### src/rtl/core/bfpc_pkg.sv
// Shared types, codes and the command decoder of the Brainfuck program core.
package bfpc_pkg;

   // Field widths of the request and response transfers.
   localparam int OPERATION_WIDTH = 3;
   localparam int BYTE_WIDTH      = 8;
   localparam int STATUS_WIDTH    = 3;
   localparam int STEP_WIDTH      = 32;
   localparam int INSTR_WIDTH     = 3;

   // Number of entries in the queue between the front and the back.
   localparam int QUEUE_DEPTH = 2;

   // Operation codes carried by a request.
   localparam logic [OPERATION_WIDTH-1:0] OPERATION_LOAD          = 3'd0;
   localparam logic [OPERATION_WIDTH-1:0] OPERATION_FINISH        = 3'd1;
   localparam logic [OPERATION_WIDTH-1:0] OPERATION_STEP          = 3'd2;
   localparam logic [OPERATION_WIDTH-1:0] OPERATION_RESTART       = 3'd3;
   localparam logic [OPERATION_WIDTH-1:0] OPERATION_CLEAR_CELLS   = 3'd4;
   localparam logic [OPERATION_WIDTH-1:0] OPERATION_CLEAR_PROGRAM = 3'd5;

   // Status codes returned with every response.
   localparam logic [STATUS_WIDTH-1:0] STATUS_OK         = 3'd0;
   localparam logic [STATUS_WIDTH-1:0] STATUS_UNBALANCED = 3'd1;
   localparam logic [STATUS_WIDTH-1:0] STATUS_RANGE      = 3'd2;
   localparam logic [STATUS_WIDTH-1:0] STATUS_FULL       = 3'd3;
   localparam logic [STATUS_WIDTH-1:0] STATUS_HALTED     = 3'd4;

   // Stored instruction codes.
   localparam logic [INSTR_WIDTH-1:0] INSTR_RIGHT = 3'd0;
   localparam logic [INSTR_WIDTH-1:0] INSTR_LEFT  = 3'd1;
   localparam logic [INSTR_WIDTH-1:0] INSTR_INC   = 3'd2;
   localparam logic [INSTR_WIDTH-1:0] INSTR_DEC   = 3'd3;
   localparam logic [INSTR_WIDTH-1:0] INSTR_OUT   = 3'd4;
   localparam logic [INSTR_WIDTH-1:0] INSTR_IN    = 3'd5;
   localparam logic [INSTR_WIDTH-1:0] INSTR_OPEN  = 3'd6;
   localparam logic [INSTR_WIDTH-1:0] INSTR_CLOSE = 3'd7;

   // ASCII codes of the eight command characters.
   localparam logic [BYTE_WIDTH-1:0] CHAR_RIGHT = 8'h3E;
   localparam logic [BYTE_WIDTH-1:0] CHAR_LEFT  = 8'h3C;
   localparam logic [BYTE_WIDTH-1:0] CHAR_INC   = 8'h2B;
   localparam logic [BYTE_WIDTH-1:0] CHAR_DEC   = 8'h2D;
   localparam logic [BYTE_WIDTH-1:0] CHAR_OUT   = 8'h2E;
   localparam logic [BYTE_WIDTH-1:0] CHAR_IN    = 8'h2C;
   localparam logic [BYTE_WIDTH-1:0] CHAR_OPEN  = 8'h5B;
   localparam logic [BYTE_WIDTH-1:0] CHAR_CLOSE = 8'h5D;

   // Result of classifying one program character.
   typedef struct packed {
      logic                   is_command;
      logic [INSTR_WIDTH-1:0] opcode;
   } decode_type;

   // One classified request waiting in the queue.
   typedef struct packed {
      logic [OPERATION_WIDTH-1:0] operation;
      logic [BYTE_WIDTH-1:0]      data_byte;
      logic                       is_command;
      logic [INSTR_WIDTH-1:0]     opcode;
   } queue_entry_type;

   // Condition of the back end as seen by the rest of the core.
   typedef struct packed {
      logic clearing;
   } back_status_type;

   // Response payload held in the output register.
   typedef struct packed {
      logic [STATUS_WIDTH-1:0] status;
      logic                    out_valid;
      logic [BYTE_WIDTH-1:0]   out_byte;
      logic                    in_taken;
      logic [STEP_WIDTH-1:0]   step_count;
   } rsp_payload_type;

   // Maps a character to its instruction code; anything else is not a command.
   function automatic decode_type decode_char(input logic [BYTE_WIDTH-1:0] ch);
      decode_type d;
      d.is_command = 1'b1;
      d.opcode     = INSTR_RIGHT;
      case (ch)
         CHAR_RIGHT: d.opcode = INSTR_RIGHT;
         CHAR_LEFT:  d.opcode = INSTR_LEFT;
         CHAR_INC:   d.opcode = INSTR_INC;
         CHAR_DEC:   d.opcode = INSTR_DEC;
         CHAR_OUT:   d.opcode = INSTR_OUT;
         CHAR_IN:    d.opcode = INSTR_IN;
         CHAR_OPEN:  d.opcode = INSTR_OPEN;
         CHAR_CLOSE: d.opcode = INSTR_CLOSE;
         default:    d.is_command = 1'b0;
      endcase
      return d;
   endfunction

endpackage

### src/rtl/core/bfpc_if.sv
// Request and response channel interfaces of the Brainfuck program core.
interface bfpc_req_if;
   logic                                 valid;
   logic                                 ready;
   logic [bfpc_pkg::OPERATION_WIDTH-1:0] operation;
   logic [bfpc_pkg::BYTE_WIDTH-1:0]      data_byte;

   modport source (output valid, output operation, output data_byte, input ready);
   modport sink   (input valid, input operation, input data_byte, output ready);
endinterface


### src/rtl/core/bfpc_front.sv
// Front end: accepts requests and classifies program characters for the queue.
module bfpc_front (
   bfpc_req_if.sink                  req_chan,
   input  bfpc_pkg::back_status_type back_status,
   input  logic                      queue_full,
   output logic                      queue_push,
   output bfpc_pkg::queue_entry_type queue_entry
);

   bfpc_pkg::decode_type decoded;

   // A transfer is taken while the queue has room and no cell clearing pass runs.
   assign req_chan.ready = !queue_full && !back_status.clearing;
   assign queue_push     = req_chan.valid && req_chan.ready;

   // Classify the character so that the back end sees ready-made opcodes.
   assign decoded                = bfpc_pkg::decode_char(req_chan.data_byte);
   assign queue_entry.operation  = req_chan.operation;
   assign queue_entry.data_byte  = req_chan.data_byte;
   assign queue_entry.is_command = decoded.is_command;
   assign queue_entry.opcode     = decoded.opcode;

endmodule

### src/flat_wrapper.sv
// flat-port wrapper written by rule: the top's interface ports become plain ports
module bfpc_front_flat 
  (back_status, queue_full, queue_push, queue_entry, req_chan_valid, req_chan_operation, req_chan_data_byte, req_chan_ready);
  bfpc_req_if req_chan_i ();
  input  bfpc_pkg::back_status_type back_status;
  input  logic queue_full;
  output logic queue_push;
  output bfpc_pkg::queue_entry_type queue_entry;
  input wire logic [$bits(req_chan_i.valid)-1:0] req_chan_valid;
  input wire logic [$bits(req_chan_i.operation)-1:0] req_chan_operation;
  input wire logic [$bits(req_chan_i.data_byte)-1:0] req_chan_data_byte;
  output wire logic [$bits(req_chan_i.ready)-1:0] req_chan_ready;
  assign req_chan_i.valid = req_chan_valid;
  assign req_chan_i.operation = req_chan_operation;
  assign req_chan_i.data_byte = req_chan_data_byte;
  assign req_chan_ready = req_chan_i.ready;
  bfpc_front u_core (.req_chan(req_chan_i), .back_status(back_status), .queue_full(queue_full), .queue_push(queue_push), .queue_entry(queue_entry));
endmodule
### config.mk
export PLATFORM = sky130hd
export DESIGN_NAME = bfpc_front_flat
export DESIGN_NICKNAME = d
export VERILOG_FILES = /design/src/rtl/core/bfpc_pkg.sv /design/src/rtl/core/bfpc_if.sv /design/src/rtl/core/bfpc_front.sv /design/src/flat_wrapper.sv
export SDC_FILE = /design/constraint.sdc
export NUM_CORES = 1
export LEC_CHECK = 0
export BUFFER_PORTS_ARGS = -buffer_cell sky130_fd_sc_hd__clkbuf_2
export CAP_MARGIN = 20
export CORE_AREA = 4 4 41 43
export DETAILED_ROUTE_END_ITERATION = 8
export DIE_AREA = 0 0 45 47
export PLACE_DENSITY = 0.47
export SLEW_MARGIN = 5
export SYNTH_ARGS = -nofsm -noshare
export SYNTH_HDL_FRONTEND = slang
export SYNTH_SLANG_ARGS = --single-unit
### constraint.sdc
create_clock -name vclk -period 0.95
set_input_delay 0.0475 -clock vclk [all_inputs]
set_output_delay 0.0475 -clock vclk [all_outputs]
set_load 0.005 [all_outputs]
; Word-level counts from Yosys, hierarchy flattened
; Cells that the tools add are included.
[word_totals]
regBits = 0
latchBits = 0
ram_bits = 0
rom_bits = 0
output_inout_bits = 17
word_cells = 15
memories = 0
[op_classes]
add_sub_neg = 0
n_mul = 0
div_mod_pow = 0
magnitude_cmp = 0
eq_ne = 8
shifts = 0
muxes = 2
n_bitwise = 0
reduce_logical = 5
[op_table]
columns = op, n
row1 = $eq 8x6->1 const B, 6
row2 = $pmux 3 s7, 1
row3 = $eq 8x7->1 const B, 2
row4 = $reduce_or 8->1, 1
row5 = $logic_and 1x1->1, 2
row6 = $logic_not 1->1, 2
row7 = $mux 1, 1

; Logic depth before layout (Yosys ltp)
[logic_depth]
depth_word = 3
depth_mapped = 3

; Least setup slack after synthesis
; OpenSTA, ideal clock, no wires.
[synth_path]
kind = in2out
from = input req_chan_data_byte[4]
to = output queue_entry[3] (netlist name)
arrival_ns = 0.693
t_required_ns = 0.902
slack_ns = 0.209
path_stages = 3
path_cell_list = or3b_4 -> a21boi_1 -> o21ai_2
[synth_lines]
columns = element, line
row1 = "start, declared", flat_wrapper.sv:11  ; input wire logic [$bits(req_chan_i.data_byte)-1:0] req_chan_data_byte;
row2 = "end, declared", flat_wrapper.sv:8  ; output bfpc_pkg::queue_entry_type queue_entry;

==> metrics.cfg <==
[floorplanning]
num_rows = 13
die_w_um = 45
die_h_um = 47
die-area_mm2 = 0.002115
core_mm2 = 0.001301
ioPinCount = 31
initial_core_util = 0.1606

[power_and_ir_drop]
p_int_uw = 73.76
seqPwrFrac = 0
swShare = 0.4211
p_leak_nw = 0.1962
switching_power_uw = 53.65
p_clk_frac = 0
ir_drop_uv = 83.79
cellPowerDensity_mw_per_mm2 = 366.3
combinationalPowerShare = 1.000

[status]
violations = setup timing
outcome = finished, violations left

[grt]
grt_overflow = 0
grt_pass1_vias = 232
grt_pass1_wl_um = 986
grt_max_degree = 6
track_usage = 0.05901
grt_antenna_before_repair = 0

[synth]
yosys-top-cells-count = 11 x buf_4, 3 x nand2_1, 2 x nor2_1, 2 x nor2b_1
netlist.area_leader.share = 0.3952
yosysMostFrequentCell = buf_4
synth.distinct_cells = 15
syn_area_um2 = 209.0
syn_nets = 43
avgSynthCellArea_um2 = 7.205
synth.area.top_cells = buf_4 40%, o32ai_2 7.8%, nor2b_1 6.0%
synthCells = 29
post-synth-top-area-cell = buf_4
yosys_warnings = 0
ys_seq_area_frac = 0

[route]
drtPass1Iterations = 3
post_drt_wl_per_cell_um = 10.92
drt_iter0_drc = 2
viasPerCell = 3.825
ant_nets = 0
drc = 0
routed_wl_um = 688
vias = 241

[critical_path]
cp_cell_sequence = clkbuf_2 -> buf_4 -> and2b_2 -> buf_6 -> a21boi_4 -> o21ai_2 -> buf_2
start_kind = input port
arrival_ns = 0.91
cp_slowest_stage_delay_ns = 0.21
critPathMaxFanout = 3
cp_slowest_cell = and2b_2
crit_required_ns = 0.90
critPathKind = in -> out
end_kind = primary output

[sta]
setup_viol = 1
drv_slew = 0
fmax_mhz = 1041
finalHoldViolCount = 0
whs_ns = 0.09500
timing.final.ws_setup_ns = -0.01108
relSlewSlack = 0.8801
post-route-period-util = 1.012
worstMarginPinSlew_ns = 0.1794
min_period_ns = 0.9611
rsz0062_at_grt = true

[finish]
antenna-diode-count = 0
finish.instance_area_um2 = 347.8
fin_cells = 63
area_growth_syn_to_layout_pct = 66.47
nFlopsAndLatches = 0
multi_input_area_um2 = 146.4
clockBufferCount = 0
drive_gt1_frac = 0.7917
regArea_um2 = 0
nFillCells = 160
layout.nets = 64

[placement]
dpl.cell_count = 61
routabilityCongestion = 0.6703
dpl-instance-area_um2 = 292.8
portBuffers = 25
dp_hpwl_um = 560.5
place_ws_ns = -0.01579

[clock_network]
cts_hold_buffers = 0

[worst_hold_path]
hp-class = in -> out

[job]
cap_viol_max_count = 0

-- through the flow --
step	setup TNS [ns]	power (mW)	utilization
finish	-0.01108	0.1274	0.2673
global route	-0.1277	0.1403	0.2673
CTS	-0.003701	0.1103	0.2346
detailed placement	-0.02871	0.1038	0.2250
global placement	-0.01920	0.1027	0.2250
floorplan	0	0.06851	-
-- metal layers --
metal | routed length (µm) | vias up | track usage
met4 | 0 | 0 | 0.005848
met2 | 364 | 10 | 0.1158
met1 | 264 | 102 | 0.06742
met3 | 59 | 0 | 0.01149
li1 | - | 129 | -
met5 | 0 | - | 0
-- power groups by stage --
| stage | combinational, mW | clock (mW) | sequential (mW) |
|---|---|---|---|
| finish | 0.127 | 0 | 0 |
| global route | 0.140 | 0 | 0 |
| floorplan | 0.0685 | 0 | 0 |
| detailed placement | 0.104 | 0 | 0 |
| global placement | 0.103 | 0 | 0 |
| CTS | 0.110 | 0 | 0 |
-- final timing paths --
path | startpoint | end | slack [ns] | cells past startpoint
worst min-delay path | req_chan_operation[0] | queue_entry[12] | 0.1 | 0
worst max-delay path | req_chan_data_byte[6] | queue_entry[3] | -0.01 | 7
-- placed cells by master (no fill, tap or decap), drive strengths merged --
master and count:
nand2 3, xor2 1, buf 10, nand4b 1, or3b 1, o21ai 1, nor3 1, nor2 2
and2 1, clkbuf 20, nand3 1, o32ai 1, and2b 1, mux2i 1, nor2b 2, a21boi 1
-- logic make-up (layout without fill, tap and decap cells) --
family / Yosys count / in the layout / synth area share
buffers and inverters: 11 / 30 / 0.3952
AND/OR/NAND/NOR: 13 / 13 / 0.3593
XOR/XNOR: 1 / 1 / 0.04192
multiplexers: 1 / 1 / 0.04791
AO/OA/AOI/OAI: 3 / 3 / 0.1557
-- critical path, delay by kind of cell --
kind | cells | cell delay, ns
compound gates | 2 | 0.19
buf+inv | 4 | 0.46
simple gates | 1 | 0.21
-- timing repair --
action / 4_1_cts / 5_1_grt
gates resized for setup: 3 / 10
setup endpoints to repair: 2 / 4
setup buffers: 0 / 2
pin swaps: 1 / 2
-- final cells by class --
class,instances,area share
Tap cell,15,0.05396
Multi-Input combinational cell,18,0.4209
Timing Repair Buffer,30,0.5252
Power figures use the tool's default switching activity.
