===== config.mk =====
export PLATFORM = sky130hd
export DESIGN_NAME = bfpc_fifo
export DESIGN_NICKNAME = d
export VERILOG_FILES = /design/src/rtl/core/bfpc_pkg.sv /design/src/rtl/core/bfpc_fifo.sv
export SDC_FILE = /design/constraint.sdc
export NUM_CORES = 1
export LEC_CHECK = 0
export ABC_CLOCK_PERIOD_IN_PS = 2800
export BUFFER_PORTS_ARGS = -buffer_cell sky130_fd_sc_hd__buf_2
export CORE_UTILIZATION = 35
export CTS_CLUSTER_SIZE = 14
export DETAILED_ROUTE_END_ITERATION = 6
export GPL_TIMING_DRIVEN = 0
export PLACE_DENSITY = 0.54
export SLEW_MARGIN = 0
export SYNTH_ARGS = -nofsm -noshare
export SYNTH_HDL_FRONTEND = slang
export SYNTH_SLANG_ARGS = --single-unit

===== constraint.sdc =====
create_clock -name clock -period 2.8 [get_ports clock]
set_input_delay 0.14 -clock clock [delete_from_list [all_inputs] [get_ports clock]]
set_output_delay 0.14 -clock clock [all_outputs]
set_load 0.01 [all_outputs]

===== src/rtl/core/bfpc_pkg.sv =====
// Shared types, codes and the command decoder of the Brainfuck program core.
package bfpc_pkg;

   // Field widths of the request and response transfers.
   localparam int OPERATION_WIDTH = 3;
   localparam int BYTE_WIDTH      = 8;
   localparam int STATUS_WIDTH    = 3;
   localparam int STEP_WIDTH      = 32;
   localparam int INSTR_WIDTH     = 3;

   // Number of entries in the queue between the front and the back.
   localparam int QUEUE_DEPTH = 2;

   // Operation codes carried by a request.
   localparam logic [OPERATION_WIDTH-1:0] OPERATION_LOAD          = 3'd0;
   localparam logic [OPERATION_WIDTH-1:0] OPERATION_FINISH        = 3'd1;
   localparam logic [OPERATION_WIDTH-1:0] OPERATION_STEP          = 3'd2;
   localparam logic [OPERATION_WIDTH-1:0] OPERATION_RESTART       = 3'd3;
   localparam logic [OPERATION_WIDTH-1:0] OPERATION_CLEAR_CELLS   = 3'd4;
   localparam logic [OPERATION_WIDTH-1:0] OPERATION_CLEAR_PROGRAM = 3'd5;

   // Status codes returned with every response.
   localparam logic [STATUS_WIDTH-1:0] STATUS_OK         = 3'd0;
   localparam logic [STATUS_WIDTH-1:0] STATUS_UNBALANCED = 3'd1;
   localparam logic [STATUS_WIDTH-1:0] STATUS_RANGE      = 3'd2;
   localparam logic [STATUS_WIDTH-1:0] STATUS_FULL       = 3'd3;
   localparam logic [STATUS_WIDTH-1:0] STATUS_HALTED     = 3'd4;

   // Stored instruction codes.
   localparam logic [INSTR_WIDTH-1:0] INSTR_RIGHT = 3'd0;
   localparam logic [INSTR_WIDTH-1:0] INSTR_LEFT  = 3'd1;
   localparam logic [INSTR_WIDTH-1:0] INSTR_INC   = 3'd2;
   localparam logic [INSTR_WIDTH-1:0] INSTR_DEC   = 3'd3;
   localparam logic [INSTR_WIDTH-1:0] INSTR_OUT   = 3'd4;
   localparam logic [INSTR_WIDTH-1:0] INSTR_IN    = 3'd5;
   localparam logic [INSTR_WIDTH-1:0] INSTR_OPEN  = 3'd6;
   localparam logic [INSTR_WIDTH-1:0] INSTR_CLOSE = 3'd7;

   // ASCII codes of the eight command characters.
   localparam logic [BYTE_WIDTH-1:0] CHAR_RIGHT = 8'h3E;
   localparam logic [BYTE_WIDTH-1:0] CHAR_LEFT  = 8'h3C;
   localparam logic [BYTE_WIDTH-1:0] CHAR_INC   = 8'h2B;
   localparam logic [BYTE_WIDTH-1:0] CHAR_DEC   = 8'h2D;
   localparam logic [BYTE_WIDTH-1:0] CHAR_OUT   = 8'h2E;
   localparam logic [BYTE_WIDTH-1:0] CHAR_IN    = 8'h2C;
   localparam logic [BYTE_WIDTH-1:0] CHAR_OPEN  = 8'h5B;
   localparam logic [BYTE_WIDTH-1:0] CHAR_CLOSE = 8'h5D;

   // Result of classifying one program character.
   typedef struct packed {
      logic                   is_command;
      logic [INSTR_WIDTH-1:0] opcode;
   } decode_type;

   // One classified request waiting in the queue.
   typedef struct packed {
      logic [OPERATION_WIDTH-1:0] operation;
      logic [BYTE_WIDTH-1:0]      data_byte;
      logic                       is_command;
      logic [INSTR_WIDTH-1:0]     opcode;
   } queue_entry_type;

   // Condition of the back end as seen by the rest of the core.
   typedef struct packed {
      logic clearing;
   } back_status_type;

   // Response payload held in the output register.
   typedef struct packed {
      logic [STATUS_WIDTH-1:0] status;
      logic                    out_valid;
      logic [BYTE_WIDTH-1:0]   out_byte;
      logic                    in_taken;
      logic [STEP_WIDTH-1:0]   step_count;
   } rsp_payload_type;

   // Maps a character to its instruction code; anything else is not a command.
   function automatic decode_type decode_char(input logic [BYTE_WIDTH-1:0] ch);
      decode_type d;
      d.is_command = 1'b1;
      d.opcode     = INSTR_RIGHT;
      case (ch)
         CHAR_RIGHT: d.opcode = INSTR_RIGHT;
         CHAR_LEFT:  d.opcode = INSTR_LEFT;
         CHAR_INC:   d.opcode = INSTR_INC;
         CHAR_DEC:   d.opcode = INSTR_DEC;
         CHAR_OUT:   d.opcode = INSTR_OUT;
         CHAR_IN:    d.opcode = INSTR_IN;
         CHAR_OPEN:  d.opcode = INSTR_OPEN;
         CHAR_CLOSE: d.opcode = INSTR_CLOSE;
         default:    d.is_command = 1'b0;
      endcase
      return d;
   endfunction

endpackage


===== src/rtl/core/bfpc_fifo.sv =====
// Short queue of classified requests between the front and the back end.
module bfpc_fifo (
   input  logic                      clock,
   input  logic                      reset,
   input  logic                      push,
   input  bfpc_pkg::queue_entry_type push_entry,
   output logic                      full,
   input  logic                      pop,
   output logic                      valid,
   output bfpc_pkg::queue_entry_type head_entry
);

   localparam int DEPTH = bfpc_pkg::QUEUE_DEPTH;
   localparam int PW    = (DEPTH > 1) ? $clog2(DEPTH) : 1;
   localparam logic [PW-1:0] PTR_LAST = PW'(DEPTH - 1);
   localparam logic [PW:0]   COUNT_FULL = (PW + 1)'(DEPTH);

   bfpc_pkg::queue_entry_type entry_ff [DEPTH];
   logic [PW-1:0] wr_ptr_ff, wr_ptr_in;
   logic [PW-1:0] rd_ptr_ff, rd_ptr_in;
   logic [PW:0]   count_ff, count_in;

   assign full       = (count_ff == COUNT_FULL);
   assign valid      = (count_ff != '0);
   assign head_entry = entry_ff[rd_ptr_ff];

   // Pointer and occupancy updates.
   always_comb begin
      wr_ptr_in = wr_ptr_ff;
      rd_ptr_in = rd_ptr_ff;
      count_in  = count_ff;
      if (push) begin
         wr_ptr_in = (wr_ptr_ff == PTR_LAST) ? '0 : wr_ptr_ff + 1'b1;
      end
      if (pop) begin
         rd_ptr_in = (rd_ptr_ff == PTR_LAST) ? '0 : rd_ptr_ff + 1'b1;
      end
      if (push && !pop) begin
         count_in = count_ff + 1'b1;
      end else if (pop && !push) begin
         count_in = count_ff - 1'b1;
      end
   end

   always_ff @(posedge clock) begin
      if (reset) begin
         wr_ptr_ff <= '0;
         rd_ptr_ff <= '0;
         count_ff  <= '0;
      end else begin
         wr_ptr_ff <= wr_ptr_in;
         rd_ptr_ff <= rd_ptr_in;
         count_ff  <= count_in;
      end
   end

   // Entry storage needs no reset.
   always_ff @(posedge clock) begin
      if (push) begin
         entry_ff[wr_ptr_ff] <= push_entry;
      end
   end

endmodule


### Word-level counts from Yosys, hierarchy flattened

Memory sizes are Yosys's and may differ from the RTL's. A register that Yosys moved wholly into a read port is not among the register bits.
Index checks and enable logic that the tools add are counted.

* bits in registers: 4
* RAM bits: 30
* input bits: 19
* logic and storage cells: 23
* memories kept: 1

* add/sub/neg operators: 4
* eq/ne operators: 1
* mux-type cells: 8
* reductions and logical operators: 6

Memory list
* entry_ff: depth 2, bits a word 15, read ports 1, clocked after memory_dff 1, write ports 1, RTL line bfpc_fifo.sv:18 `bfpc_pkg::queue_entry_type entry_ff [DEPTH];`

Operators with widths (count)
* 1-bit two-way mux: 6
* 2-bit two-way mux: 2
* 2-bit nonzero test: 2
* 1-bit adder, second input constant: 2
* 2-bit by 1-bit adder with 2-bit output, second input constant: 1
* 2-bit == test, second input constant: 1
* 1-bit logical AND: 2
* 1-bit logical NOT: 2
* 2-bit by 1-bit subtractor with 2-bit output, second input constant: 1

### Longest topological paths before layout

Gate-level depths: netlist of run 1.

* depth after elaboration: 4
* mapped depth: 5
* mapped depth without buffers: 5

### Worst setup path before layout of run 1

No wires, ideal clock.

* path kind: flip-flop to flip-flop
* from: register wr_ptr_ff
* to: memory entry_ff[0][0] (netlist name) (enable)
* library setup time: 0.388 ns
* arrival time: 1.021 ns
* data required time: 2.412 ns
* slack: 1.391 ns
* cell stages (with the launch flop): 2
* clock period less this slack: 1.409 ns
* cells stage by stage: dfxtp_1 -> nor2b_1

RTL lines
* start, declared: RTL line bfpc_fifo.sv:19 `logic [PW-1:0] wr_ptr_ff, wr_ptr_in;`
* start signal, assigned: RTL line bfpc_fifo.sv:51 `wr_ptr_ff <= wr_ptr_in;`
* end, declared: RTL line bfpc_fifo.sv:18

No word-level cell before the write port.

==> results of run 1 <==
[per-stage QoR]
stage,util (%),total power (W),worst slack [ps],cells
global placement,44.3,0.000763,976,150
floorplan,-,0.000710,1390,69
CTS,46.7,0.00111,976,158
detailed placement,44.3,0.000768,987,150
global route,46.7,0.00114,1070,158
finish,46.7,0.00109,1180,158
[final timing paths]
kind | to | slack, ps | depth (start not counted)
setup / recovery | head_entry[11] | 1180 | 4
hold / removal | entry_ff[0][14]$_DFFE_PP_ | 40 | 1
setup reg to reg | entry_ff[1][11]$_DFFE_PP_ | 1430 | 1
hold reg to reg | count_ff[1]$_SDFFE_PP0P_ | 500 | 2
[layout by cell type (no fill, tap or decap)]
cell type / count
buf_2: 36
edfxtp_1: 30
mux2_2: 15
dfxtp_1: 5
clkbuf_8: 5
nor2_1: 4
xor2_1: 2
xnor2_1: 2
clkbuf_1: 2
buf_4: 1
inv_1: 1
or2_2: 1
and2_1: 1
and2b_2: 1
nor2b_2: 1
o21ai_0: 1
or3_1: 1
a21oi_1: 1
ha_1: 1
clkinv_2: 1
[layer usage]
metal  track usage (%)  up-vias  wire length [microns]
li1                  -      337                      -
met1              11.0      335                    758
met2              19.4       25                   1040
met3              6.02        5                    154
met4              7.85        0                     55
met5                 0        -                      0
[synthesized netlist by cell type, drive strengths merged]
| library cell | instances | area, sq um |
|---|---|---|
| a21oi | 1 | 5.00 |
| and2 | 1 | 6.26 |
| and2b | 1 | 8.76 |
| buf | 2 | 12.5 |
| dfxtp | 5 | 100 |
| edfxtp | 30 | 901 |
| ha | 1 | 12.5 |
| inv | 1 | 3.75 |
| mux2 | 15 | 169 |
| nor2 | 4 | 15.0 |
| nor2b | 1 | 6.26 |
| o21ai | 1 | 5.00 |
| or2 | 1 | 6.26 |
| or3 | 1 | 6.26 |
| xnor2 | 2 | 17.5 |
| xor2 | 2 | 17.5 |
[registers in the layout, indices dropped and copies added, names as in the netlist, named ones only]
name / cells
rd_ptr_ff: 1
wr_ptr_ff: 1
entry_ff: 30
count_ff: 2
[layout make-up]
class	count	area (sq um)	area share, %
clock inverter	1	5.00	0.311
tap	46	57.6	3.58
inverter	1	3.75	0.233
timing repair buffer	35	175	10.9
multi-input combinational	31	278	17.3
sequential	35	1000	62.2
clock buffer	7	76.3	4.74
buffer	2	12.5	0.778
[cells by family (layout without fill, tap and decap cells)]
logic type      Yosys count  in the layout  share of synthesized area (%)
xor+xnor                  4              4                           2.71
buf+inv                   3             46                           1.26
flops                    35             35                           77.4
simple gates              9              9                           3.78
fa+ha+maj                 1              1                          0.968
compound gates            2              2                          0.774
mux                      15             15                           13.1
[power by group]
group          total (W)  switching, W  internal, W
clock network   0.000337      0.000163     0.000174
registers       0.000617     0.0000122     0.000605
logic           0.000136     0.0000674    0.0000686
==> results.md, run 1 <==
* Outcome: complete, no violations
* Net Count, Synth at 89
* Root buf cell: clkbuf_8
* Vias/cell at 4.44
* Routed vias at 702
* Nets at 131
* CP Data Required Time at 2660 ps
* FMAX at 618 MHz
* Post-Route WL at 2010 microns
* Max incr delay on CP at 360 ps
* Critical path data arrival time at 1480 ps
* Worst min path class: in2reg
* Clk_lat worst skew at 280 ps
* Register bit total from synthesis at 35
* Cells after Synth at 69
* Worst hold start: push_entry[14]
* Slew headroom at 48.1%
* Level count of the clock H-tree at 2
* TNS Setup at 0 ps
* Reg clk slew, reported paths at 70 ps
* # DRC at 0
* Die Y at 62.8 microns
* Post-CTS setup buffer count at 0
* Clock Sinks at 35
* # resized after CTS at 0
* Vias in the first global route at 723
* Hold Vio Cnt, Final at 0
* CP bufs+invs at 3
* First-pass GRT wire length at 3190 microns
* Reg2reg start: wr_ptr_ff$_SDFFE_PP0P_
* IO Port Bufs at 35
* Total gr overflow at 0
* Area Overhead vs Synth at 24.5%
* CTS Buf Count at 5
* Final setup violation count at 0
* WL/cell at 12.7 microns
* Total GRT Usage at 11.6%
* Min Hold Slack at 40.8 ps
* Initial antenna violation count at 0
* Most frequent CP cell: buf_2
* Slew @ Worst Pin at 774 ps
* # fillers at 314
* Critical path peak fanout at 10
* Detailed Place HPWL at 1340 microns
* Rows at 21
* Cell Area, Placed at 0.00153 sq mm
* Crit-path cells: buf_2 -> buf_4 -> mux2_2 -> buf_2
* Share of post-route cells with drive strength above 1 at 54.5%
* Seq/Total Area, Yosys at 77.4%
* Die outline width at 62.8 microns
* Final Cell Area at 0.00161 sq mm
* Mean Syn Cell Area at 18.7 sq um
* Slowest CP cell: mux2_2
* Pin count of the biggest net entering global routing at 16
* Post-Syn Area at 0.00129 sq mm
* Critical path class: reg2out
* CP endpoint kind: output port
* Placer Congestion at 0.632
* DIE AREA at 0.00394 sq mm
* # IOs at 36
* Final Cycle Share at 57.8%
* Final ANT Viol Nets at 0
* Worst vdd ir at 0.000238 V
* ANT cells at 0
* Clk_skew at 6.76 ps
* P_leak at 0.627 nW
* Post-synth cell types at 17
* Critical Path Source Type: flip-flop
* Tmin final at 1620 ps
* Family with the most delay on the worst path: buffers and inverters
* Clock Path Buffers at 2
* TritonCTS clock tree: yes
* Router iterations before antenna repair at 4
* Max Slew Vio Count at 0
* PwrDens at 678 mW/mm^2
* RSZ-0062 raised after global routing: false
* Synth Warn # at 0
* Total of max-cap violations at 0
* Hold_buf cts at 0
* Core area at 0.00344 sq mm
* Initial DRC Count at 15
* Initial Util at 37.5%
Note: power is estimated with default switching activity, not from simulation.
==> run 2, diff against run 1 <==
--- a/config.mk
+++ b/config.mk
@@ -5,13 +5,13 @@
 export SDC_FILE = /design/constraint.sdc
 export NUM_CORES = 1
 export LEC_CHECK = 0
-export ABC_CLOCK_PERIOD_IN_PS = 2800
+export ABC_CLOCK_PERIOD_IN_PS = 1300
 export BUFFER_PORTS_ARGS = -buffer_cell sky130_fd_sc_hd__buf_2
 export CORE_UTILIZATION = 35
 export CTS_CLUSTER_SIZE = 14
 export DETAILED_ROUTE_END_ITERATION = 6
 export GPL_TIMING_DRIVEN = 0
-export PLACE_DENSITY = 0.54
+export PLACE_DENSITY = 0.56
 export SLEW_MARGIN = 0
 export SYNTH_ARGS = -nofsm -noshare
 export SYNTH_HDL_FRONTEND = slang
==> constraint.sdc (replaced) <==
create_clock -name clock -period 1.3 [get_ports clock]
set_input_delay 0.065 -clock clock [delete_from_list [all_inputs] [get_ports clock]]
set_output_delay 0.065 -clock clock [all_outputs]
set_load 0.01 [all_outputs]
==> run 2 against run 1 <==
- the flow now finishes with violations (negative setup slack)
- via count rose by 11%
- sequential cell count did not move
- first-iteration DRC count fell by 60%
- clock-buffer cell count did not move
- highest routed layer unchanged
- critical path depth did not move
- non-clock buffer count rose by 18
- critical path type unchanged
- largest cell class unchanged
- register-to-register slack got worse by 1300 ps
- worst setup slack got worse by 1300 ps
- cell area rose by 23%
- combinational power rose to 3.5 times the previous value
- largest power group unchanged
==> results.md, run 2 (same netlist as run 1, synthesis figures left out) <==
* Outcome: complete, but fails checks
* Failing checks: negative setup slack
* Vias in the first global route at 868
* Clk_skew at 3.19 ps
* Clk_lat worst skew at 270 ps
* Detailed Place HPWL at 1340 microns
* Worst min path class: in2reg
* # IOs at 36
* Rows at 21
* P_leak at 0.806 nW
* Worst Reg-to-Reg Cells at 1
* TritonCTS clock tree: yes
* FMAX at 730 MHz
* Routed vias at 782
* Max Slew Vio Count at 0
* Commonest non-fill, non-tap cell in the layout: edfxtp_1
* Share of post-route cells with drive strength above 1 at 51.5%
* CTS Buf Count at 5
* CP endpoint kind: output port
* CP Data Required Time at 1240 ps
* Die Y at 62.8 microns
* Final Cycle Share at 105%
* Area of the multi-input gates at 329 sq um
* Core area at 0.00344 sq mm
* Level count of the clock H-tree at 2
* Final ANT Viol Nets at 0
* Critical path peak fanout at 5
* Critical Path Source Type: flip-flop
* Critical path data arrival time at 1310 ps
* IO Port Bufs at 35
* Placer Congestion at 0.601
* Reg clk slew, reported paths at 60 ps
* Vias/cell at 4.44
* Nets at 149
* Total of max-cap violations at 0
* Router iterations before antenna repair at 2
* Pin count of the biggest net entering global routing at 16
* Hold path depth at 2
* Largest reg by FF count: entry_ff
* Initial DRC Count at 6
* Clock Sinks at 35
* Hold Vio Cnt, Final at 0
* Initial antenna violation count at 0
* Tmin final at 1370 ps
* DIE AREA at 0.00394 sq mm
* Area Overhead vs Synth at 53.0%
* Setup WS pre-CTS at -88.4 ps
* PwrDens at 1300 mW/mm^2
* Worst vdd ir at 0.000876 V
* Total GRT Usage at 12.6%
* Most frequent cells in the layout: 30 x edfxtp_1, 20 x buf_2, 15 x dlygate4sd3_1, 15 x buf_6, 12 x mux2_4
* Final setup violation count at 14
* Max reg flops at 30
* Sequential cell area at 0.00100 sq mm
* Fin worst setup slack at -70.6 ps
* Critical path class: reg2out
* TNS Setup at -742 ps
* # fillers at 286
* Biggest regs: entry_ff x30, count_ff x2
* Post-Route WL at 2170 microns
* Initial Util at 37.5%
* RSZ-0062 raised after global routing: true
* First-pass GRT wire length at 3640 microns
* Slew headroom at 69.1%
* Root buf cell: clkbuf_8
* Slew @ Worst Pin at 463 ps
* WL/cell at 12.3 microns
* Clock Path Buffers at 2
* # DRC at 0
* ANT cells at 0
* Die outline width at 62.8 microns
* Total gr overflow at 0
* Setup slack, reg-to-reg at 150 ps
==> run 2: cell count changes in the layout (fill, tap and decap cells not counted), sizes merged <==
| cell | previous run | this run |
|---|---|---|
| dlygate4sd3 | 0 | 15 |
| buf | 37 | 39 |
| clkbuf | 7 | 8 |
==> run 2: cell type report <==
type                    instances  share of cell area, %
repair buffers                 53                   23.2
clock inverters                 1                  0.253
flip-flops and latches         35                   50.7
well taps                      46                   2.91
clock buffers                   7                   4.36
inverters                       1                  0.190
plain buffers                   2                   1.77
multi-input cells              31                   16.6
==> run 2: power breakdown <==
part	internal [W]	switching, W
Sequential	0.00130	0.0000297
Clock	0.000426	0.000338
Combinational	0.000296	0.000179
==> run 2: path summary, 6_finish.rpt <==
kind | start | to
max | flip-flop | head_entry[7]
min | reset | flip-flop
max reg2reg | wr_ptr_ff$_SDFFE_PP0P_ | entry_ff[1][10]$_DFFE_PP_
min reg2reg | count_ff[1]$_SDFFE_PP0P_ | count_ff[1]$_SDFFE_PP0P_
==> run 2: repair_timing <==
item	CTS	global route
setup endpoints to repair	45	15
hold buffers	15	0
gates cloned	0	1
gates resized for setup	15	21
setup buffers	0	2
hold endpoints to repair	30	0
==> run 2: critical path, cell delays in order (launching register included) <==
cell and delay [ps]:
dfxtp_2 320, buf_8 130, clkbuf_16 150, mux2_4 300, buf_6 120
==> run 2: metrics by stage <==
stage | total power, W | cells | util, % | hold WS, ps | area (sq um)
3_3_place_gp | 0.00164 | 150 | 44.4 | 254 | 1530
6_report | 0.00257 | 176 | 57.5 | 3.83 | 1980
3_5_place_dp | 0.00165 | 150 | 44.4 | 256 | 1530
5_1_grt | 0.00271 | 176 | 57.5 | 7.39 | 1980
4_1_cts | 0.00251 | 173 | 53.4 | 0.452 | 1840
2_1_floorplan | 0.00153 | 69 | - | 134 | 1290
==> run 2: layer usage <==
| metal | share of wire, % | GRT usage (%) | vias to the layer above |
|---|---|---|---|
| li1 | - | - | 374 |
| met1 | 40 | 12.5 | 375 |
| met2 | 53 | 22.1 | 27 |
| met3 | 4.9 | 4.38 | 6 |
| met4 | 1.9 | 7.85 | 0 |
| met5 | 0 | 0 | - |
